### config.mk
export PLATFORM = sky130hd
export DESIGN_NAME = mbd_fifo
export DESIGN_NICKNAME = d
export VERILOG_FILES = /design/src/rtl/core/mbd_pkg.sv /design/src/rtl/core/mbd_fifo.sv
export SDC_FILE = /design/constraint.sdc
export NUM_CORES = 1
export LEC_CHECK = 0
export ABC_AREA = 0
export BUFFER_PORTS_ARGS = -buffer_cell sky130_fd_sc_hd__buf_2
export CAP_MARGIN = 30
export CORE_ASPECT_RATIO = 1.2
export CORE_MARGIN = 1
export CORE_UTILIZATION = 30
export DETAILED_ROUTE_END_ITERATION = 12
export GPL_TIMING_DRIVEN = 0
export PLACE_DENSITY = 0.49
export SETUP_SLACK_MARGIN = 0.4
export SLEW_MARGIN = 20
export SYNTH_ARGS = -nofsm -noshare
export SYNTH_HDL_FRONTEND = slang
export SYNTH_SLANG_ARGS = --single-unit
### constraint.sdc
create_clock -name clk_i -period 16 [get_ports clk_i]
set_input_delay 0 -clock clk_i [delete_from_list [all_inputs] [get_ports clk_i]]
set_output_delay 0 -clock clk_i [all_outputs]
set_load 0.03 [all_outputs]
### src/rtl/core/mbd_pkg.sv
`default_nettype none

package mbd_pkg;

  // sizes
  localparam int unsigned MaxWidthDef = 4096;
  localparam int ChW        = 16;
  localparam int PixW       = 64;
  localparam int ModeW      = 2;
  localparam int SrcWidthW  = 13;
  localparam int SrcHeightW = 16;
  localparam int CfgIdxW    = 2;
  localparam int CfgDataW   = 16;
  localparam int DivSteps   = 34;

  // configuration register indexes
  localparam logic [CfgIdxW-1:0] CFG_FILTER_MODE   = 2'd0;
  localparam logic [CfgIdxW-1:0] CFG_SOURCE_WIDTH  = 2'd1;
  localparam logic [CfgIdxW-1:0] CFG_SOURCE_HEIGHT = 2'd2;

  // filter modes, the unused code acts as plain
  localparam logic [ModeW-1:0] MODE_PLAIN = 2'd0;
  localparam logic [ModeW-1:0] MODE_ALPHA = 2'd1;
  localparam logic [ModeW-1:0] MODE_UNIT  = 2'd2;

  // channel slots inside a packed pixel
  localparam logic [1:0] CH_ALPHA = 2'd3;

  typedef logic [PixW-1:0] pixel_t;

  typedef struct packed {
    pixel_t [3:0] tap;
    logic         last;
  } tapset_t;

  typedef struct packed {
    logic signed [ChW-1:0] red;
    logic signed [ChW-1:0] green;
    logic signed [ChW-1:0] blue;
    logic signed [ChW-1:0] alpha;
    logic                  last;
  } result_t;

  // what the front does with one source pixel
  typedef enum logic [2:0] {
    K_NONE,
    K_HELD,
    K_ROW_EMIT,
    K_ONE_EMIT,
    K_COL_EMIT,
    K_PAIR_EVEN,
    K_PAIR_ODD
  } tap_kind_e;

  typedef enum logic [2:0] {
    BK_IDLE,
    BK_SUM,
    BK_MUL,
    BK_ACC,
    BK_DSET,
    BK_DIV,
    BK_SQRT,
    BK_OUT
  } back_state_e;

  function automatic logic signed [ChW-1:0] chan(pixel_t px, logic [1:0] idx);
    return px[idx*ChW +: ChW];
  endfunction

endpackage

`default_nettype wire

### src/rtl/core/mbd_fifo.sv
`default_nettype none

module mbd_fifo (
  input  wire logic             clk_i,
  input  wire logic             rst_ni,
  input  wire logic             push_i,
  input  mbd_pkg::tapset_t      data_i,
  output logic                  ready_o,
  output logic                  valid_o,
  input  wire logic             pop_i,
  output mbd_pkg::tapset_t      data_o
);
  import mbd_pkg::*;

  tapset_t    entry_q [2];
  logic       wptr_q, rptr_q;
  logic [1:0] cnt_q;

  assign ready_o = (cnt_q != 2'd2);
  assign valid_o = (cnt_q != 2'd0);
  assign data_o  = entry_q[rptr_q];

  always_ff @(posedge clk_i or negedge rst_ni) begin
    if (!rst_ni) begin
      wptr_q <= 1'b0;
      rptr_q <= 1'b0;
      cnt_q  <= 2'd0;
    end else begin
      if (push_i) begin
        wptr_q <= ~wptr_q;
      end
      if (pop_i) begin
        rptr_q <= ~rptr_q;
      end
      cnt_q <= cnt_q + 2'(push_i) - 2'(pop_i);
    end
  end

  always_ff @(posedge clk_i) begin
    if (push_i) begin
      entry_q[wptr_q] <= data_i;
    end
  end

endmodule

`default_nettype wire

## After elaboration in Yosys (flattened, before gate mapping)

Memory sizes are Yosys's and may differ from the RTL's.
Index checks and enable logic that the tools add are counted.
Widths: inputs -> output; s select.

| word-level totals | value |
|---|---|
| memory bits (read-only) | 0 |
| bits in writable memories | 514 |
| bits in registers | 4 |
| output and inout bits | 259 |
| input bits | 261 |
| bits in latches | 0 |
| memories | 1 |

Memory list:

| name | words | width | read ports | clocked after Yosys merged registers in | wr ports | line | text |
|---|---|---|---|---|---|---|---|
| entry_q | 2 | 257 | 1 | 0 | 1 | mbd_fifo.sv:15 | `tapset_t entry_q [2];` |

| operators by class | value |
|---|---|
| eq/ne operators | 1 |
| mux-type cells | 2 |
| add/sub/neg operators | 2 |
| bitwise operators | 2 |
| reductions and logical operators | 1 |
| multipliers | 0 |
| div/mod/pow operators | 0 |
| shift operators | 0 |
| $lt $le $gt $ge | 0 |

Operator list:

| cell | number |
|---|---|
| $add 2x1->2 | 1 |
| $mux 1 | 2 |
| $ne 2x2->1 const B | 1 |
| $not 1->1 | 2 |
| $reduce_bool 2->1 | 1 |
| $sub 2x1->2 | 1 |

## Logic depth before layout (Yosys ltp)

| depth | value |
|---|---|
| depth after elaboration | 2 |
| mapped depth | 5 |

## Worst setup path after synthesis

OpenSTA, ideal clock, no wires.

| timing path | value |
|---|---|
| path type | reg-to-reg |
| start point | register wptr_q |
| end point | memory entry_q[0][0] (netlist name), enable pin |
| period minus slack after synthesis | 12,635 ps |
| path buffers | 0 |
| stages on the path, launching flop included | 2 |
| slack | 3,365 ps |
| arrival time | 11,724 ps |
| library setup time | 910 ps |
| path through | dfrtp_1 nor2b_1 |

RTL lines:

| what | line | text |
|---|---|---|
| start: declaration | mbd_fifo.sv:16 | `logic wptr_q, rptr_q;` |
| start signal: assignment | mbd_fifo.sv:30 | `wptr_q <= ~wptr_q;` |
| end: declaration | mbd_fifo.sv:15 |  |

No word-level cell before the write port.

## Worst setup path in the final report

| timing path | value |
|---|---|
| start point | register wptr_q |
| end point | memory entry_q[0][108] (netlist name), enable pin |

No word-level cell before the write port.

==> impl_metrics.tcl <==
set metrics [dict create \
    core-area_um2 64580 \
    start_util 0.3035 \
    ys_seq_elements 518 \
    synth_warnings 0 \
    seq_area_frac_synth 0.7927 \
    internal_power_uw 3297 \
    synth_area_um2 19600 \
    finalHoldViolations 0 \
    slowest_delay_ns 0.43 \
    htreeDepth 2 \
    wire_per_inst_um 18.44 \
    synth_cell_types 15 \
    fin_ws_ns 13.68 \
    leakage_uw 0.01111 \
    startpoint_type "register" \
    via_per_inst 4.184 \
    slew_viol_final 0 \
    ir_worst_vdd_uv 101.8 \
    dpl.hpwl_um 32840 \
    clock_skew_ns 0.01781 \
    worstHoldPathType "in2reg" \
    power_frac_comb 0.397 \
    cap_violations 0 \
    via_count 10666 \
    cp.required_ns 16.30 \
    grt_use_total 0.1368 \
    dieArea_um2 66360 \
    setup_tns_ns 0 \
    hp-start "data_i[195]" \
    io_pins 520 \
    r2r-start "wptr_q" \
    die_width_um 235.3 \
    fin_nets 1934 \
    drc 0 \
    setup.worst_path.start "wptr_q" \
    multiInputGateArea_um2 3750 \
    antenna_cells 0 \
    syn-instance-count 815 \
    drt-pass1-iter-count 4 \
    grt_pass1_vias 11501 \
    pre_cts_ws_ns 13.61 \
    clk_pin_slew_ns 0.06 \
    fin_crit_sh 0.1453 \
    end_kind "register" \
    fmax_mhz 430.2 \
    switchingPower_uw 1772 \
    rows 102 \
    avgSynthCellArea_um2 24.05 \
    slowest_stage "dfrtp_1" \
    cts-root-buf "clkbuf_16" \
    wirelength_um 47000 \
    setup_viol 0 \
    p_clk_frac 0.238 \
    slew_headroom 0.6777 \
    grt_pass1_wl_um 68570 \
    cts_sinks 518 \
    rsz0062_at_grt "false" \
    insertion_delay_ns 0.60 \
    gp_congestion 0.7209 \
    syn_nets 1078 \
    cts_tree "built" \
    overflow 0 \
    p_sw_frac 0.3496 \
    critPathMaxFanout 23 \
    status "finished, final reports clean" \
    grt_max_degree 49 \
    drtIter0Drc 319 \
    cts_buffers 55 \
    cp_data_arrival_time_ns 2.62 \
    fin_crit_ns 2.325 \
    final_layout_size_suffix_gt1_frac 0.5218 \
    antenna_found_initial 5 \
    cts_buffer_depth 3 \
    area_delta_synth_final_pct 42.83 \
    worstSetupPathType "reg2reg" \
    n_fill_cell 5854 \
    ant_nets 0 \
    dieHeight_um 282.0 \
    power_density_nw_per_um2 181.1 \
    register_area_um2 15530 \
    cp_cell_sequence "nor2b_4, buf_16, buf_12, buf_12, buf_12, buf_16, buf_16" \
    portBuffers 519 \
    tightest_slew_ns 0.4835 \
    power_frac_seq 0.365 \
]
cell usage in the layout, fill, tap and decap left out, drive strengths merged:
| cell | instances |
|---|---|
| dlygate4sd3 | 261 |
| dfrtp | 4 |
| xor3 | 1 |
| ha | 2 |
| buf | 567 |
| mux2 | 257 |
| inv | 5 |
| clkbuf | 72 |
| nand2b | 1 |
| bufinv | 4 |
| clkinvlp | 3 |
| xor2 | 2 |
| edfxtp | 514 |
| nor2b | 1 |
| and2 | 1 |
| or2 | 1 |
| clkinv | 21 |
metrics by stage:
| step | power, µW | hold WS (ns) | utilization | cell area, µm² | std cells |
|---|---|---|---|---|---|
| floorplan | 3373 | -0.2956 | - | 19600 | 815 |
| global placement | 3985 | -0.1902 | 0.3598 | 23240 | 2166 |
| detailed placement | 3881 | -0.1849 | 0.3668 | 23690 | 2185 |
| CTS | 5166 | 0.06506 | 0.4335 | 27990 | 2549 |
| global route | 5284 | 0.09176 | 0.4335 | 27990 | 2549 |
| finish | 5069 | 0.1278 | 0.4335 | 27990 | 2549 |
final timing paths:
check	to	slack [ns]	depth (start not counted)
max in group asynchronous	wptr_q	15.49	3
worst min register to register	wptr_q	0.55	1
worst min-delay path	entry_q[1][195]	0.13	2
min in group asynchronous	cnt_q[0]	0.34	3
worst max-delay path	entry_q[0][108]	13.68	7
worst max register to register	entry_q[0][108]	13.68	7
area by class of cell:
class	count	area share
clock inverters	31	0.009029
clock buffers	72	0.05145
flip-flops and latches	518	0.5550
well taps	832	0.03719
inverters	2	0.0002682
multi-input cells	266	0.1340
repair buffers	799	0.2019
plain buffers	29	0.01126
state kept, by name, summed over array words and instances (netlist names):
name,flops
entry_q,514
rptr_q,1
cnt_q,2
wptr_q,1
Yosys cell counts:
cell type  number  share of area
edfxtp_1      514           0.79
mux2_4        201           0.15
mux2_2         56          0.032
buf_6          24          0.014
dfrtp_1         4         0.0051
buf_2           3        0.00077
buf_8           2         0.0015
ha_1            2         0.0013
inv_1           2        0.00038
xor2_1          2        0.00089
and2_1          1        0.00032
nand2b_1        1        0.00032
nor2b_1         1        0.00032
or2_2           1        0.00032
xor3_1          1         0.0012
power by group through the flow:
stage,logic [µW],clock network (µW),registers [µW]
after detailed placement,2000,0,1880
final,2010,1210,1850
after CTS,2060,1250,1850
after global placement,1920,0,2060
after floorplan,1400,0,1970
after global routing,2120,1290,1870
logic make-up (layout without fill, tap and decap cells):
group / after synthesis / after routing / share of synthesized area
mux: 257 / 257 / 0.1862
xor+xnor: 3 / 3 / 0.002107
buf+inv: 31 / 933 / 0.01647
fa+ha+maj: 2 / 2 / 0.001277
simple gates: 4 / 4 / 0.001278
flops: 518 / 518 / 0.7927
critical path: cells and delay by family (launching register included):
family / cells / cell delay (ns)
buffers and inverters: 6 / 1.17
DFF: 1 / 0.43
and+or+nand+nor: 1 / 0.39
routing by layer:
metal | track usage | share of wire | wire, µm | vias up
li1 | - | - | - | 4999
met1 | 0.1526 | 0.38 | 18000 | 5226
met2 | 0.2426 | 0.52 | 24220 | 338
met3 | 0.04367 | 0.068 | 3180 | 95
met4 | 0.05296 | 0.033 | 1554 | 8
met5 | 0 | 0.0010 | 48 | -
timing repair:
item                                    CTS  global route
endpoints found under the setup margin    0             0
setup buffers                             0             0
hold endpoints to repair                530             0
gates resized for setup                   0             0
hold buffers                            261             0
(Power assumes the default switching activity.)
