===== src/rtl/core/mbd_pkg.sv =====
`default_nettype none

package mbd_pkg;

  // sizes
  localparam int unsigned MaxWidthDef = 4096;
  localparam int ChW        = 16;
  localparam int PixW       = 64;
  localparam int ModeW      = 2;
  localparam int SrcWidthW  = 13;
  localparam int SrcHeightW = 16;
  localparam int CfgIdxW    = 2;
  localparam int CfgDataW   = 16;
  localparam int DivSteps   = 34;

  // configuration register indexes
  localparam logic [CfgIdxW-1:0] CFG_FILTER_MODE   = 2'd0;
  localparam logic [CfgIdxW-1:0] CFG_SOURCE_WIDTH  = 2'd1;
  localparam logic [CfgIdxW-1:0] CFG_SOURCE_HEIGHT = 2'd2;

  // filter modes, the unused code acts as plain
  localparam logic [ModeW-1:0] MODE_PLAIN = 2'd0;
  localparam logic [ModeW-1:0] MODE_ALPHA = 2'd1;
  localparam logic [ModeW-1:0] MODE_UNIT  = 2'd2;

  // channel slots inside a packed pixel
  localparam logic [1:0] CH_ALPHA = 2'd3;

  typedef logic [PixW-1:0] pixel_t;

  typedef struct packed {
    pixel_t [3:0] tap;
    logic         last;
  } tapset_t;

  typedef struct packed {
    logic signed [ChW-1:0] red;
    logic signed [ChW-1:0] green;
    logic signed [ChW-1:0] blue;
    logic signed [ChW-1:0] alpha;
    logic                  last;
  } result_t;

  // what the front does with one source pixel
  typedef enum logic [2:0] {
    K_NONE,
    K_HELD,
    K_ROW_EMIT,
    K_ONE_EMIT,
    K_COL_EMIT,
    K_PAIR_EVEN,
    K_PAIR_ODD
  } tap_kind_e;

  typedef enum logic [2:0] {
    BK_IDLE,
    BK_SUM,
    BK_MUL,
    BK_ACC,
    BK_DSET,
    BK_DIV,
    BK_SQRT,
    BK_OUT
  } back_state_e;

  function automatic logic signed [ChW-1:0] chan(pixel_t px, logic [1:0] idx);
    return px[idx*ChW +: ChW];
  endfunction

endpackage

`default_nettype wire


===== src/rtl/core/mbd_back.sv =====
`default_nettype none

module mbd_back (
  input  wire logic                     clk_i,
  input  wire logic                     rst_ni,
  input  wire logic [mbd_pkg::ModeW-1:0] mode_i,
  input  wire logic                     q_valid_i,
  output logic                          q_pop_o,
  input  mbd_pkg::tapset_t              q_data_i,
  output logic                          out_valid_o,
  input  wire logic                     out_ready_i,
  output mbd_pkg::result_t              out_data_o
);
  import mbd_pkg::*;

  back_state_e state_q, state_d;

  pixel_t [3:0]          tap_q;
  logic                  last_q;
  logic signed [ChW-1:0] res_q [3];
  logic signed [ChW-1:0] alpha_q;
  logic signed [17:0]    asum_q;
  logic                  norm_q;
  logic [3:0]            idx_q;
  logic signed [31:0]    prod_q;
  logic signed [34:0]    acc_q [3];
  logic [31:0]           sq_q;
  logic [DivSteps-1:0]   dvd_q;
  logic [16:0]           dvs_q, rem_q, len_q;
  logic                  neg_q;
  logic [5:0]            cnt_q;
  logic [31:0]           n_q, root_q, bit_q;
  logic                  out_valid_q;
  result_t               out_q;

  logic signed [17:0]    csum [3];
  logic signed [17:0]    asum;
  logic signed [ChW-1:0] avg [3];
  logic signed [ChW-1:0] mul_a, mul_b;
  logic                  acc_last, out_free;
  logic signed [34:0]    num, mag;
  logic [17:0]           rem_sh;
  logic                  div_ge;
  logic [16:0]           rem_nx;
  logic [DivSteps-1:0]   dvd_nx;
  logic signed [ChW-1:0] q_sat;
  logic [31:0]           sq_sum, rt_sum, root_nx;
  logic                  rt_ge;

  // box sums and plain averages, truncated toward zero
  always_comb begin
    asum = '0;
    for (int i = 0; i < 4; i++) begin
      asum = asum + 18'(chan(tap_q[i], CH_ALPHA));
    end
    for (int c = 0; c < 3; c++) begin
      csum[c] = '0;
      for (int i = 0; i < 4; i++) begin
        csum[c] = csum[c] + 18'(chan(tap_q[i], 2'(c)));
      end
      avg[c] = 16'((csum[c] + (csum[c][17] ? 18'sd3 : 18'sd0)) >>> 2);
    end
  end

  // shared multiplier operands
  always_comb begin
    if (norm_q) begin
      mul_a = res_q[idx_q[1:0]];
      mul_b = res_q[idx_q[1:0]];
    end else begin
      mul_a = chan(tap_q[idx_q[1:0]], idx_q[3:2]);
      mul_b = chan(tap_q[idx_q[1:0]], CH_ALPHA);
    end
  end

  assign acc_last = norm_q ? (idx_q == 4'd2) : (idx_q == 4'd11);
  assign sq_sum   = sq_q + 32'(prod_q);

  // divider operand setup
  always_comb begin
    if (norm_q) begin
      num = {{5{res_q[idx_q[1:0]][15]}}, res_q[idx_q[1:0]], 14'b0};
    end else begin
      num = acc_q[idx_q[1:0]];
    end
    mag = num[34] ? -num : num;
  end

  // one restoring divide step
  always_comb begin
    rem_sh = {rem_q, dvd_q[DivSteps-1]};
    div_ge = (rem_sh >= {1'b0, dvs_q});
    rem_nx = div_ge ? 17'(rem_sh - {1'b0, dvs_q}) : rem_sh[16:0];
    dvd_nx = {dvd_q[DivSteps-2:0], div_ge};
    if (neg_q) begin
      q_sat = (dvd_nx > DivSteps'(32768)) ? 16'sh8000 : 16'(-dvd_nx[15:0]);
    end else begin
      q_sat = (dvd_nx > DivSteps'(32767)) ? 16'sh7fff : 16'(dvd_nx[15:0]);
    end
  end

  // one square root step, two bits of the radicand
  always_comb begin
    rt_sum  = root_q + bit_q;
    rt_ge   = (n_q >= rt_sum);
    root_nx = rt_ge ? ((root_q >> 1) + bit_q) : (root_q >> 1);
  end

  assign out_free = !out_valid_q || out_ready_i;

  always_comb begin
    state_d = state_q;
    q_pop_o = 1'b0;
    case (state_q)
      BK_IDLE: begin
        if (q_valid_i) begin
          q_pop_o = 1'b1;
          state_d = BK_SUM;
        end
      end
      BK_SUM: begin
        if ((mode_i == MODE_ALPHA) && (asum > 18'sd0)) begin
          state_d = BK_MUL;
        end else if (mode_i == MODE_UNIT) begin
          state_d = BK_MUL;
        end else begin
          state_d = BK_OUT;
        end
      end
      BK_MUL: state_d = BK_ACC;
      BK_ACC: begin
        if (!acc_last) begin
          state_d = BK_MUL;
        end else if (norm_q) begin
          state_d = BK_SQRT;
        end else begin
          state_d = BK_DSET;
        end
      end
      BK_DSET: state_d = BK_DIV;
      BK_DIV: begin
        if (cnt_q == 6'(DivSteps - 1)) begin
          state_d = (idx_q == 4'd2) ? BK_OUT : BK_DSET;
        end
      end
      BK_SQRT: begin
        if (bit_q[0]) begin
          state_d = (root_nx == '0) ? BK_OUT : BK_DSET;
        end
      end
      BK_OUT: begin
        if (out_free) begin
          state_d = BK_IDLE;
        end
      end
      default: state_d = BK_IDLE;
    endcase
  end

  always_ff @(posedge clk_i or negedge rst_ni) begin
    if (!rst_ni) begin
      state_q     <= BK_IDLE;
      out_valid_q <= 1'b0;
    end else begin
      state_q <= state_d;
      if ((state_q == BK_OUT) && out_free) begin
        out_valid_q <= 1'b1;
      end else if (out_ready_i) begin
        out_valid_q <= 1'b0;
      end
    end
  end

  always_ff @(posedge clk_i) begin
    case (state_q)
      BK_IDLE: begin
        if (q_valid_i) begin
          tap_q  <= q_data_i.tap;
          last_q <= q_data_i.last;
        end
      end
      BK_SUM: begin
        for (int c = 0; c < 3; c++) begin
          res_q[c] <= avg[c];
          acc_q[c] <= '0;
        end
        alpha_q    <= 16'((asum + (asum[17] ? 18'sd3 : 18'sd0)) >>> 2);
        asum_q     <= asum;
        norm_q     <= !((mode_i == MODE_ALPHA) && (asum > 18'sd0));
        idx_q      <= '0;
        sq_q       <= '0;
      end
      BK_MUL: prod_q <= mul_a * mul_b;
      BK_ACC: begin
        if (norm_q) begin
          sq_q <= sq_sum;
        end else begin
          acc_q[idx_q[3:2]] <= acc_q[idx_q[3:2]] + 35'(prod_q);
        end
        if (acc_last) begin
          idx_q <= '0;
          if (norm_q) begin
            n_q    <= sq_sum;
            root_q <= '0;
            bit_q  <= 32'h4000_0000;
          end
        end else begin
          idx_q <= idx_q + 4'd1;
        end
      end
      BK_DSET: begin
        dvd_q <= mag[DivSteps-1:0];
        dvs_q <= norm_q ? len_q : asum_q[16:0];
        neg_q <= num[34];
        rem_q <= '0;
        cnt_q <= '0;
      end
      BK_DIV: begin
        dvd_q <= dvd_nx;
        rem_q <= rem_nx;
        cnt_q <= cnt_q + 6'd1;
        if (cnt_q == 6'(DivSteps - 1)) begin
          res_q[idx_q[1:0]] <= q_sat;
          idx_q <= idx_q + 4'd1;
        end
      end
      BK_SQRT: begin
        if (rt_ge) begin
          n_q <= n_q - rt_sum;
        end
        root_q <= root_nx;
        bit_q  <= bit_q >> 2;
        len_q  <= root_nx[16:0];
      end
      BK_OUT: begin
        if (out_free) begin
          out_q.red   <= res_q[0];
          out_q.green <= res_q[1];
          out_q.blue  <= res_q[2];
          out_q.alpha <= alpha_q;
          out_q.last  <= last_q;
        end
      end
      default: ;
    endcase
  end

  assign out_valid_o = out_valid_q;
  assign out_data_o  = out_q;

endmodule

`default_nettype wire


===== config.mk =====
export PLATFORM = sky130hd
export DESIGN_NAME = mbd_back
export DESIGN_NICKNAME = d
export VERILOG_FILES = /design/src/rtl/core/mbd_pkg.sv /design/src/rtl/core/mbd_back.sv
export SDC_FILE = /design/constraint.sdc
export NUM_CORES = 2
export LEC_CHECK = 0
export ABC_AREA = 0
export BUFFER_PORTS_ARGS = -buffer_cell sky130_fd_sc_hd__buf_2
export CORE_UTILIZATION = 40
export DETAILED_ROUTE_END_ITERATION = 8
export GPL_TIMING_DRIVEN = 0
export HOLD_SLACK_MARGIN = 0.15
export PLACE_DENSITY = 0.54
export SLEW_MARGIN = 20
export SYNTH_ARGS = -nofsm -noshare
export SYNTH_HDL_FRONTEND = slang
export SYNTH_SLANG_ARGS = --single-unit

===== constraint.sdc =====
create_clock -name clk_i -period 31.8 [get_ports clk_i]
set_input_delay 3.18 -clock clk_i [delete_from_list [all_inputs] [get_ports clk_i]]
set_output_delay 3.18 -clock clk_i [all_outputs]
set_load 0.05 [all_outputs]

**Yosys cells after proc, flatten, opt, wreduce, memory -nomap -nowiden**

Memory sizes are Yosys's and may differ from the RTL's. A register that Yosys moved wholly into a read port is not among the register bits.
Index checks and enable logic that the tools add are counted.

- Reductions and logical operators: 21
- Shifts and indexed selects: 1
- $add $sub $neg: 26
- Multiplexer cells: 66
- Multipliers: 1
- Eq/ne operators: 19
- $lt $le $gt $ge: 6

Operator list:

| cell | number |
|---|---|
| 32-bit two-way mux | 8 |
| 32-bit one-hot mux with 2 select lines | 4 |
| 64-bit binary-select mux with 2-bit select | 1 |
| 16-bit two-way mux | 6 |
| 17-bit by 16-bit adder with 18-bit output | 4 |
| 18-bit by 16-bit adder with 18-bit output | 4 |
| 18-bit by 3-bit adder with 18-bit output | 4 |
| 35-bit two-way mux | 2 |
| 16-bit by 16-bit adder with 17-bit output | 4 |
| 34-bit one-hot mux with 2 select lines | 1 |
| 32-bit adder | 2 |
| 64-bit two-way mux | 1 |
| 64-bit by 7-bit variable part select with 16-bit output | 1 |
| 35-bit by 32-bit adder with 35-bit output | 1 |
| 35-bit OR reduction | 1 |
| 34-bit by 15-bit greater-than comparator with 1-bit output (second input constant) | 1 |
| 34-bit by 16-bit greater-than comparator with 1-bit output (second input constant) | 1 |
| 17-bit two-way mux | 2 |
| 34-bit two-way mux | 1 |
| 34-bit negator | 1 |
| 17-bit one-hot mux with 2 select lines | 1 |
| 31-bit by 32-bit adder with 32-bit output | 1 |
| 32-bit greater-or-equal comparator | 1 |
| 32-bit logical NOT | 1 |
| 35 further kinds | 86 |

- Output and inout bits: 67
- Bits in registers: 568
- Memories: 2
- Bits in writable memories: 153

Memories:

| name | words | width | rd ports | clocked after memory_dff | wr ports | line | text |
|---|---|---|---|---|---|---|---|
| acc_q | 3 | 35 | 2 | 2 | 3 | mbd_back.sv:26 | `logic signed [34:0] acc_q [3];` |
| res_q | 3 | 16 | 4 | 4 | 3 | mbd_back.sv:20 | `logic signed [ChW-1:0] res_q [3];` |

**Depth between registers and ports, before layout**

- Word-level depth: 7
- Depth in mapped cells: 33
- Depth with buffers taken out: 29

**Worst setup path before layout**

Ideal clock, no wire load.

- Path kind: input-to-output
- Start point: in q_valid_i
- End point: out q_pop_o
- Arrival: 22.486 ns
- Stages: 1
- Required time: 28.620 ns
- Buffers on the path: 0
- Setup slack: 6.134 ns
- Cell sequence: nor3b_1

- Longest elaborated chain between the ends: 2

RTL lines:

| item | line | text |
|---|---|---|
| start, declared | mbd_back.sv:7 | `input wire logic q_valid_i,` |
| 1-bit two-way mux | mbd_back.sv:116 | `if (q_valid_i) begin` |
| 1-bit two-way mux | mbd_back.sv:114 | `case (state_q)` |
| end, declared | mbd_back.sv:8 | `output logic q_pop_o,` |

Every way passes these cells.

**Worst setup path in the final report**

- Start point: reg idx_q[1]
- End point: reg prod_q[31], data pin

- Longest elaborated chain between the ends: 5
- Elaborated cells on any way between the ends: 6
- Classes of those cells: mul (1); shift (1); mux (4)

RTL lines:

| item | line | text |
|---|---|---|
| start, declared | mbd_back.sv:24 | `logic [3:0] idx_q;` |
| start signal, assigned | mbd_back.sv:208 | `idx_q <= idx_q + 4'd1;` |
| start signal, assigned | mbd_back.sv:224 | `idx_q <= idx_q + 4'd1;` |
| 64-bit binary-select mux with 2-bit select (*) | mbd_back.sv:71, mbd_back.sv:72 |  |
| 64-bit two-way mux (not written as such) (*) | mbd_back.sv:71, mbd_back.sv:72 |  |
| 64-bit by 7-bit variable part select with 16-bit output | mbd_pkg.sv:67 | `return px[idx*ChW +: ChW];` |
| 16-bit two-way mux | mbd_back.sv:67 | `if (norm_q) begin` |
| 16-bit by 16-bit multiplier with 32-bit output (*) | mbd_back.sv:193 | `BK_MUL: prod_q <= mul_a * mul_b;` |
| end signal, assigned | mbd_back.sv:193 |  |
| end, declared | mbd_back.sv:25 | `logic signed [31:0] prod_q;` |

Mark *: on every way between the ends. The rest lies on a longest branch, timed or not. The select of a mux whose other input is x is not followed.
A chain may end at the register's enable or synchronous reset.

==> summary.txt <==
STA
  • Final hold slack: 0.4218 ns
  • FMAX: 91.79 MHz
  • Worst setup margin: 20.91 ns
  • Hold Vio Cnt, Final: 0
  • Period utilization: 34.26%
  • RSZ-0062 raised after global routing: false
  • Min cycle time layout: 10.89 ns
  • Pins over their slew limit: 0
  • Setup TNS: 0 ns
  • Slew HR: 20.17%
  • Setup Skew: 0.04529 ns
  • Worst slew pin tran: 1.193 ns
  • Setup violators final: 0

Logic synthesis
  • Register area share after synthesis: 41.36%
  • Mapped Cells: 5,130
  • Ys async rst share: 0.4950%
  • Most used DFF post-synth: edfxtp_1
  • Post-Syn Area per Cell: 11.41 um^2
  • Yosys warns: 0
  • Synthesized Nets: 6,101
  • Count of cell types in the netlist: 103
  • Flops & latches, synth: 808
  • Mapped cell area: 0.05852 mm^2
  • Post-synth EDFFs: 800

Placement
  • Placer Congestion: 0.9770
  • I/O Buffers: 329
  • HPWL Detailed: 156,300 um
  • Pre-CTS WS: 21.00 ns

Route
  • DRT iter0 DRCs: 3,617
  • WL per Instance: 25.39 um
  • Via count of the routed design: 42,520
  • Vias per std cell: 5.604
  • Post-route DRC: 0
  • WL final: 192,600 um
  • Antenna Violating Nets Remaining: 0
  • DR pass1 iterations: 6

Die
  • I/O pins: 330
  • Initial Util: 40.54%
  • Chip width: 384.5 um
  • Die height: 384.5 um
  • Rows: 139
  • Die area: 0.1478 mm^2
  • Total core area: 0.1444 mm^2

Critical path
  • CP startpoint kind: flip-flop
  • CP Class: flip-flop to flip-flop
  • Critical path data arrival time: 11.37 ns
  • Critical path's slowest cell: clkbuf_1
  • Cell family with most CP delay: adder cells
  • CP max FO: 10
  • Slowest stage delay, CP: 0.93 ns
  • CP bufs+invs: 6
  • Crit path top cell by count: fa_1
  • Setup crit end kind: flip-flop
  • CP required: 32.28 ns

Clock tree
  • Post-CTS Resized: 0
  • CTS Hold Bufs: 0
  • Post-CTS Setup Bufs: 0
  • Clock buffer count from CTS: 94
  • Clock Tree Buf Depth: 3
  • Clk Latency, worst-skew pair: 0.74 ns
  • CTS root buf: clkbuf_16
  • Reg clk slew, reported paths: 0.07 ns
  • CTS tree: done
  • Clock sinks: 808
  • Htree depth: 3

Outcome
  • Status: finished, final reports clean

GRT
  • Total GRT Usage: 26.21%
  • Largest net degree at the start of global routing: 49
  • Grt peak-use layer: met2
  • Number of global-route vias before repair: 43,220
  • First-pass GRT wire length: 282,500 um
  • Met1 Resource Use GR: 33.46%
  • Initial antenna violation count: 11
  • Total grt overflow: 0
  • Met3 Usage GRT: 4.855%
  • Met2 usage: 43.47%

Run
  • Maxcap violations: 0

Layout
  • Area Growth Syn to Fin: 13.43%
  • Share of cells above drive strength 1: 14.67%
  • Nets: 6,573
  • Fill count: 13,560

Hold path
  • Hold WC Path Type: flip-flop to flip-flop
[state kept, by name (all words and copies together), names as in the netlist, 32 cells and up, named ones only]
register    count
tap_q         256
acc_q         140
out_data_o     65
res_q          64
dvd_q          34
n_q            32
prod_q         32
root_q         32
sq_q           32
[layout make-up]
| class | instances | area, um^2 | share of cell area [%] |
|---|---|---|---|
| diodes | 4 | 10.01 | 0.01508 |
| multi-input cells | 3657 | 31820 | 47.94 |
| well taps | 1903 | 2381 | 3.587 |
| flip-flops and latches | 808 | 24200 | 36.46 |
| repair buffers | 376 | 2245 | 3.382 |
| inverters | 489 | 1836 | 2.765 |
| clock inverters | 64 | 684.4 | 1.031 |
| clock buffers | 110 | 2455 | 3.698 |
| plain buffers | 176 | 742.0 | 1.118 |
[synthesized netlist by cell type (all sizes together), types with 14 or more instances]
cell,number,share of area [%]
a211oi,39,0.50
a21boi,32,0.41
a21o,81,1.0
a21oi,238,2.1
a311oi,15,0.22
a31o,16,0.24
a31oi,50,0.55
and2,71,0.76
and3,37,0.40
buf,57,0.49
clkbuf,119,0.77
edfxtp,800,41
fa,398,14
ha,310,6.6
inv,486,3.1
mux2,29,0.56
mux2i,36,0.62
mux4,157,6.0
nand2,412,2.6
nand2b,31,0.33
nand3,77,0.66
nand3b,14,0.18
nand4,33,0.35
nor2,548,3.5
nor2b,31,0.33
nor3,99,0.86
nor4,26,0.29
o211ai,21,0.28
o21a,40,0.51
o21ai,215,1.8
o21bai,34,0.44
o31ai,22,0.28
or2,28,0.30
or3,32,0.34
xnor2,181,2.7
xor2,129,1.9
[metrics by stage]
stage / instance area, um^2 / cells / util, %
final: 66380 / 7587 / 45.99
after detailed placement: 63230 / 7409 / 43.80
after floorplan: 58520 / 5130 / -
after global placement: 62550 / 7362 / 43.33
after CTS: 66370 / 7583 / 45.98
after global routing: 66370 / 7584 / 45.98
[worst paths after layout]
check	startpoint	end	slack (ns)	cells past startpoint
setup reg to reg	idx_q[1]	prod_q[31]	20.91	25
max in group asynchronous	rst_ni	state_q[2]	29.33	1
setup / recovery	idx_q[1]	prod_q[31]	20.91	25
hold / removal	last_q	out_data_o[0]	0.42	0
hold reg to reg	last_q	out_data_o[0]	0.42	0
min in group asynchronous	rst_ni	out_valid_o	2.30	1
[layout by cell type, fill, tap and decap left out, types with 17 or more instances in the layout]
cell type  netlist  final
o21bai_1        34     34
xnor2_1        180    180
nor4_1          25     25
or3_1           32     32
buf_4            6     30
and3_1          36     35
o31ai_1         22     22
nor2b_1         31     31
nor3_1          97     96
or2_2           25     25
and2_1          69     69
mux2i_1         36     36
clkinv_1         3     22
nor2_1         546    543
buf_1           26     23
ha_1           310    310
nand2b_1        31     31
clkbuf_16        0     96
xor2_1         129    129
o211ai_1        20     20
o21a_1          40     40
a21boi_0        24     22
buf_2           22    354
nand4_1         33     33
nand2_1        411    407
edfxtp_1       800    800
o21ai_0        200    197
inv_1          486    485
nand3_1         77     77
a31oi_1         49     49
a21o_1          81     81
o21ai_1         15     17
a21oi_1        235    234
mux2_2          29     29
a211oi_1        39     39
clkbuf_1       118    129
mux4_2         157    157
fa_1           398    398
[per-layer routing]
metal,part of all wire [%],vias to the layer above,routed length [um]
met1,41,21390,79400
met2,47,1443,91280
met4,4.9,2,9397
met3,6.5,327,12550
met5,0.0067,-,13
li1,-,19350,-
[kinds of logic (layout without fill, tap and decap cells)]
group | count (synthesis) | after routing | share of synthesized area (%)
xor gates and xnor gates | 310 | 310 | 4.652
AOI/OAI and AO/OA | 919 | 919 | 10.27
muxes | 222 | 222 | 7.216
other | 0 | 4 | 0
and+or+nand+nor | 1498 | 1498 | 11.87
adders and majority gates | 708 | 708 | 20.24
buffers and inverters | 665 | 1215 | 4.392
DFF | 808 | 808 | 41.36
Power is left out: the tool's default activity adds up to more than one toggle a clock period on the data nets, which glitch-free logic cannot reach.
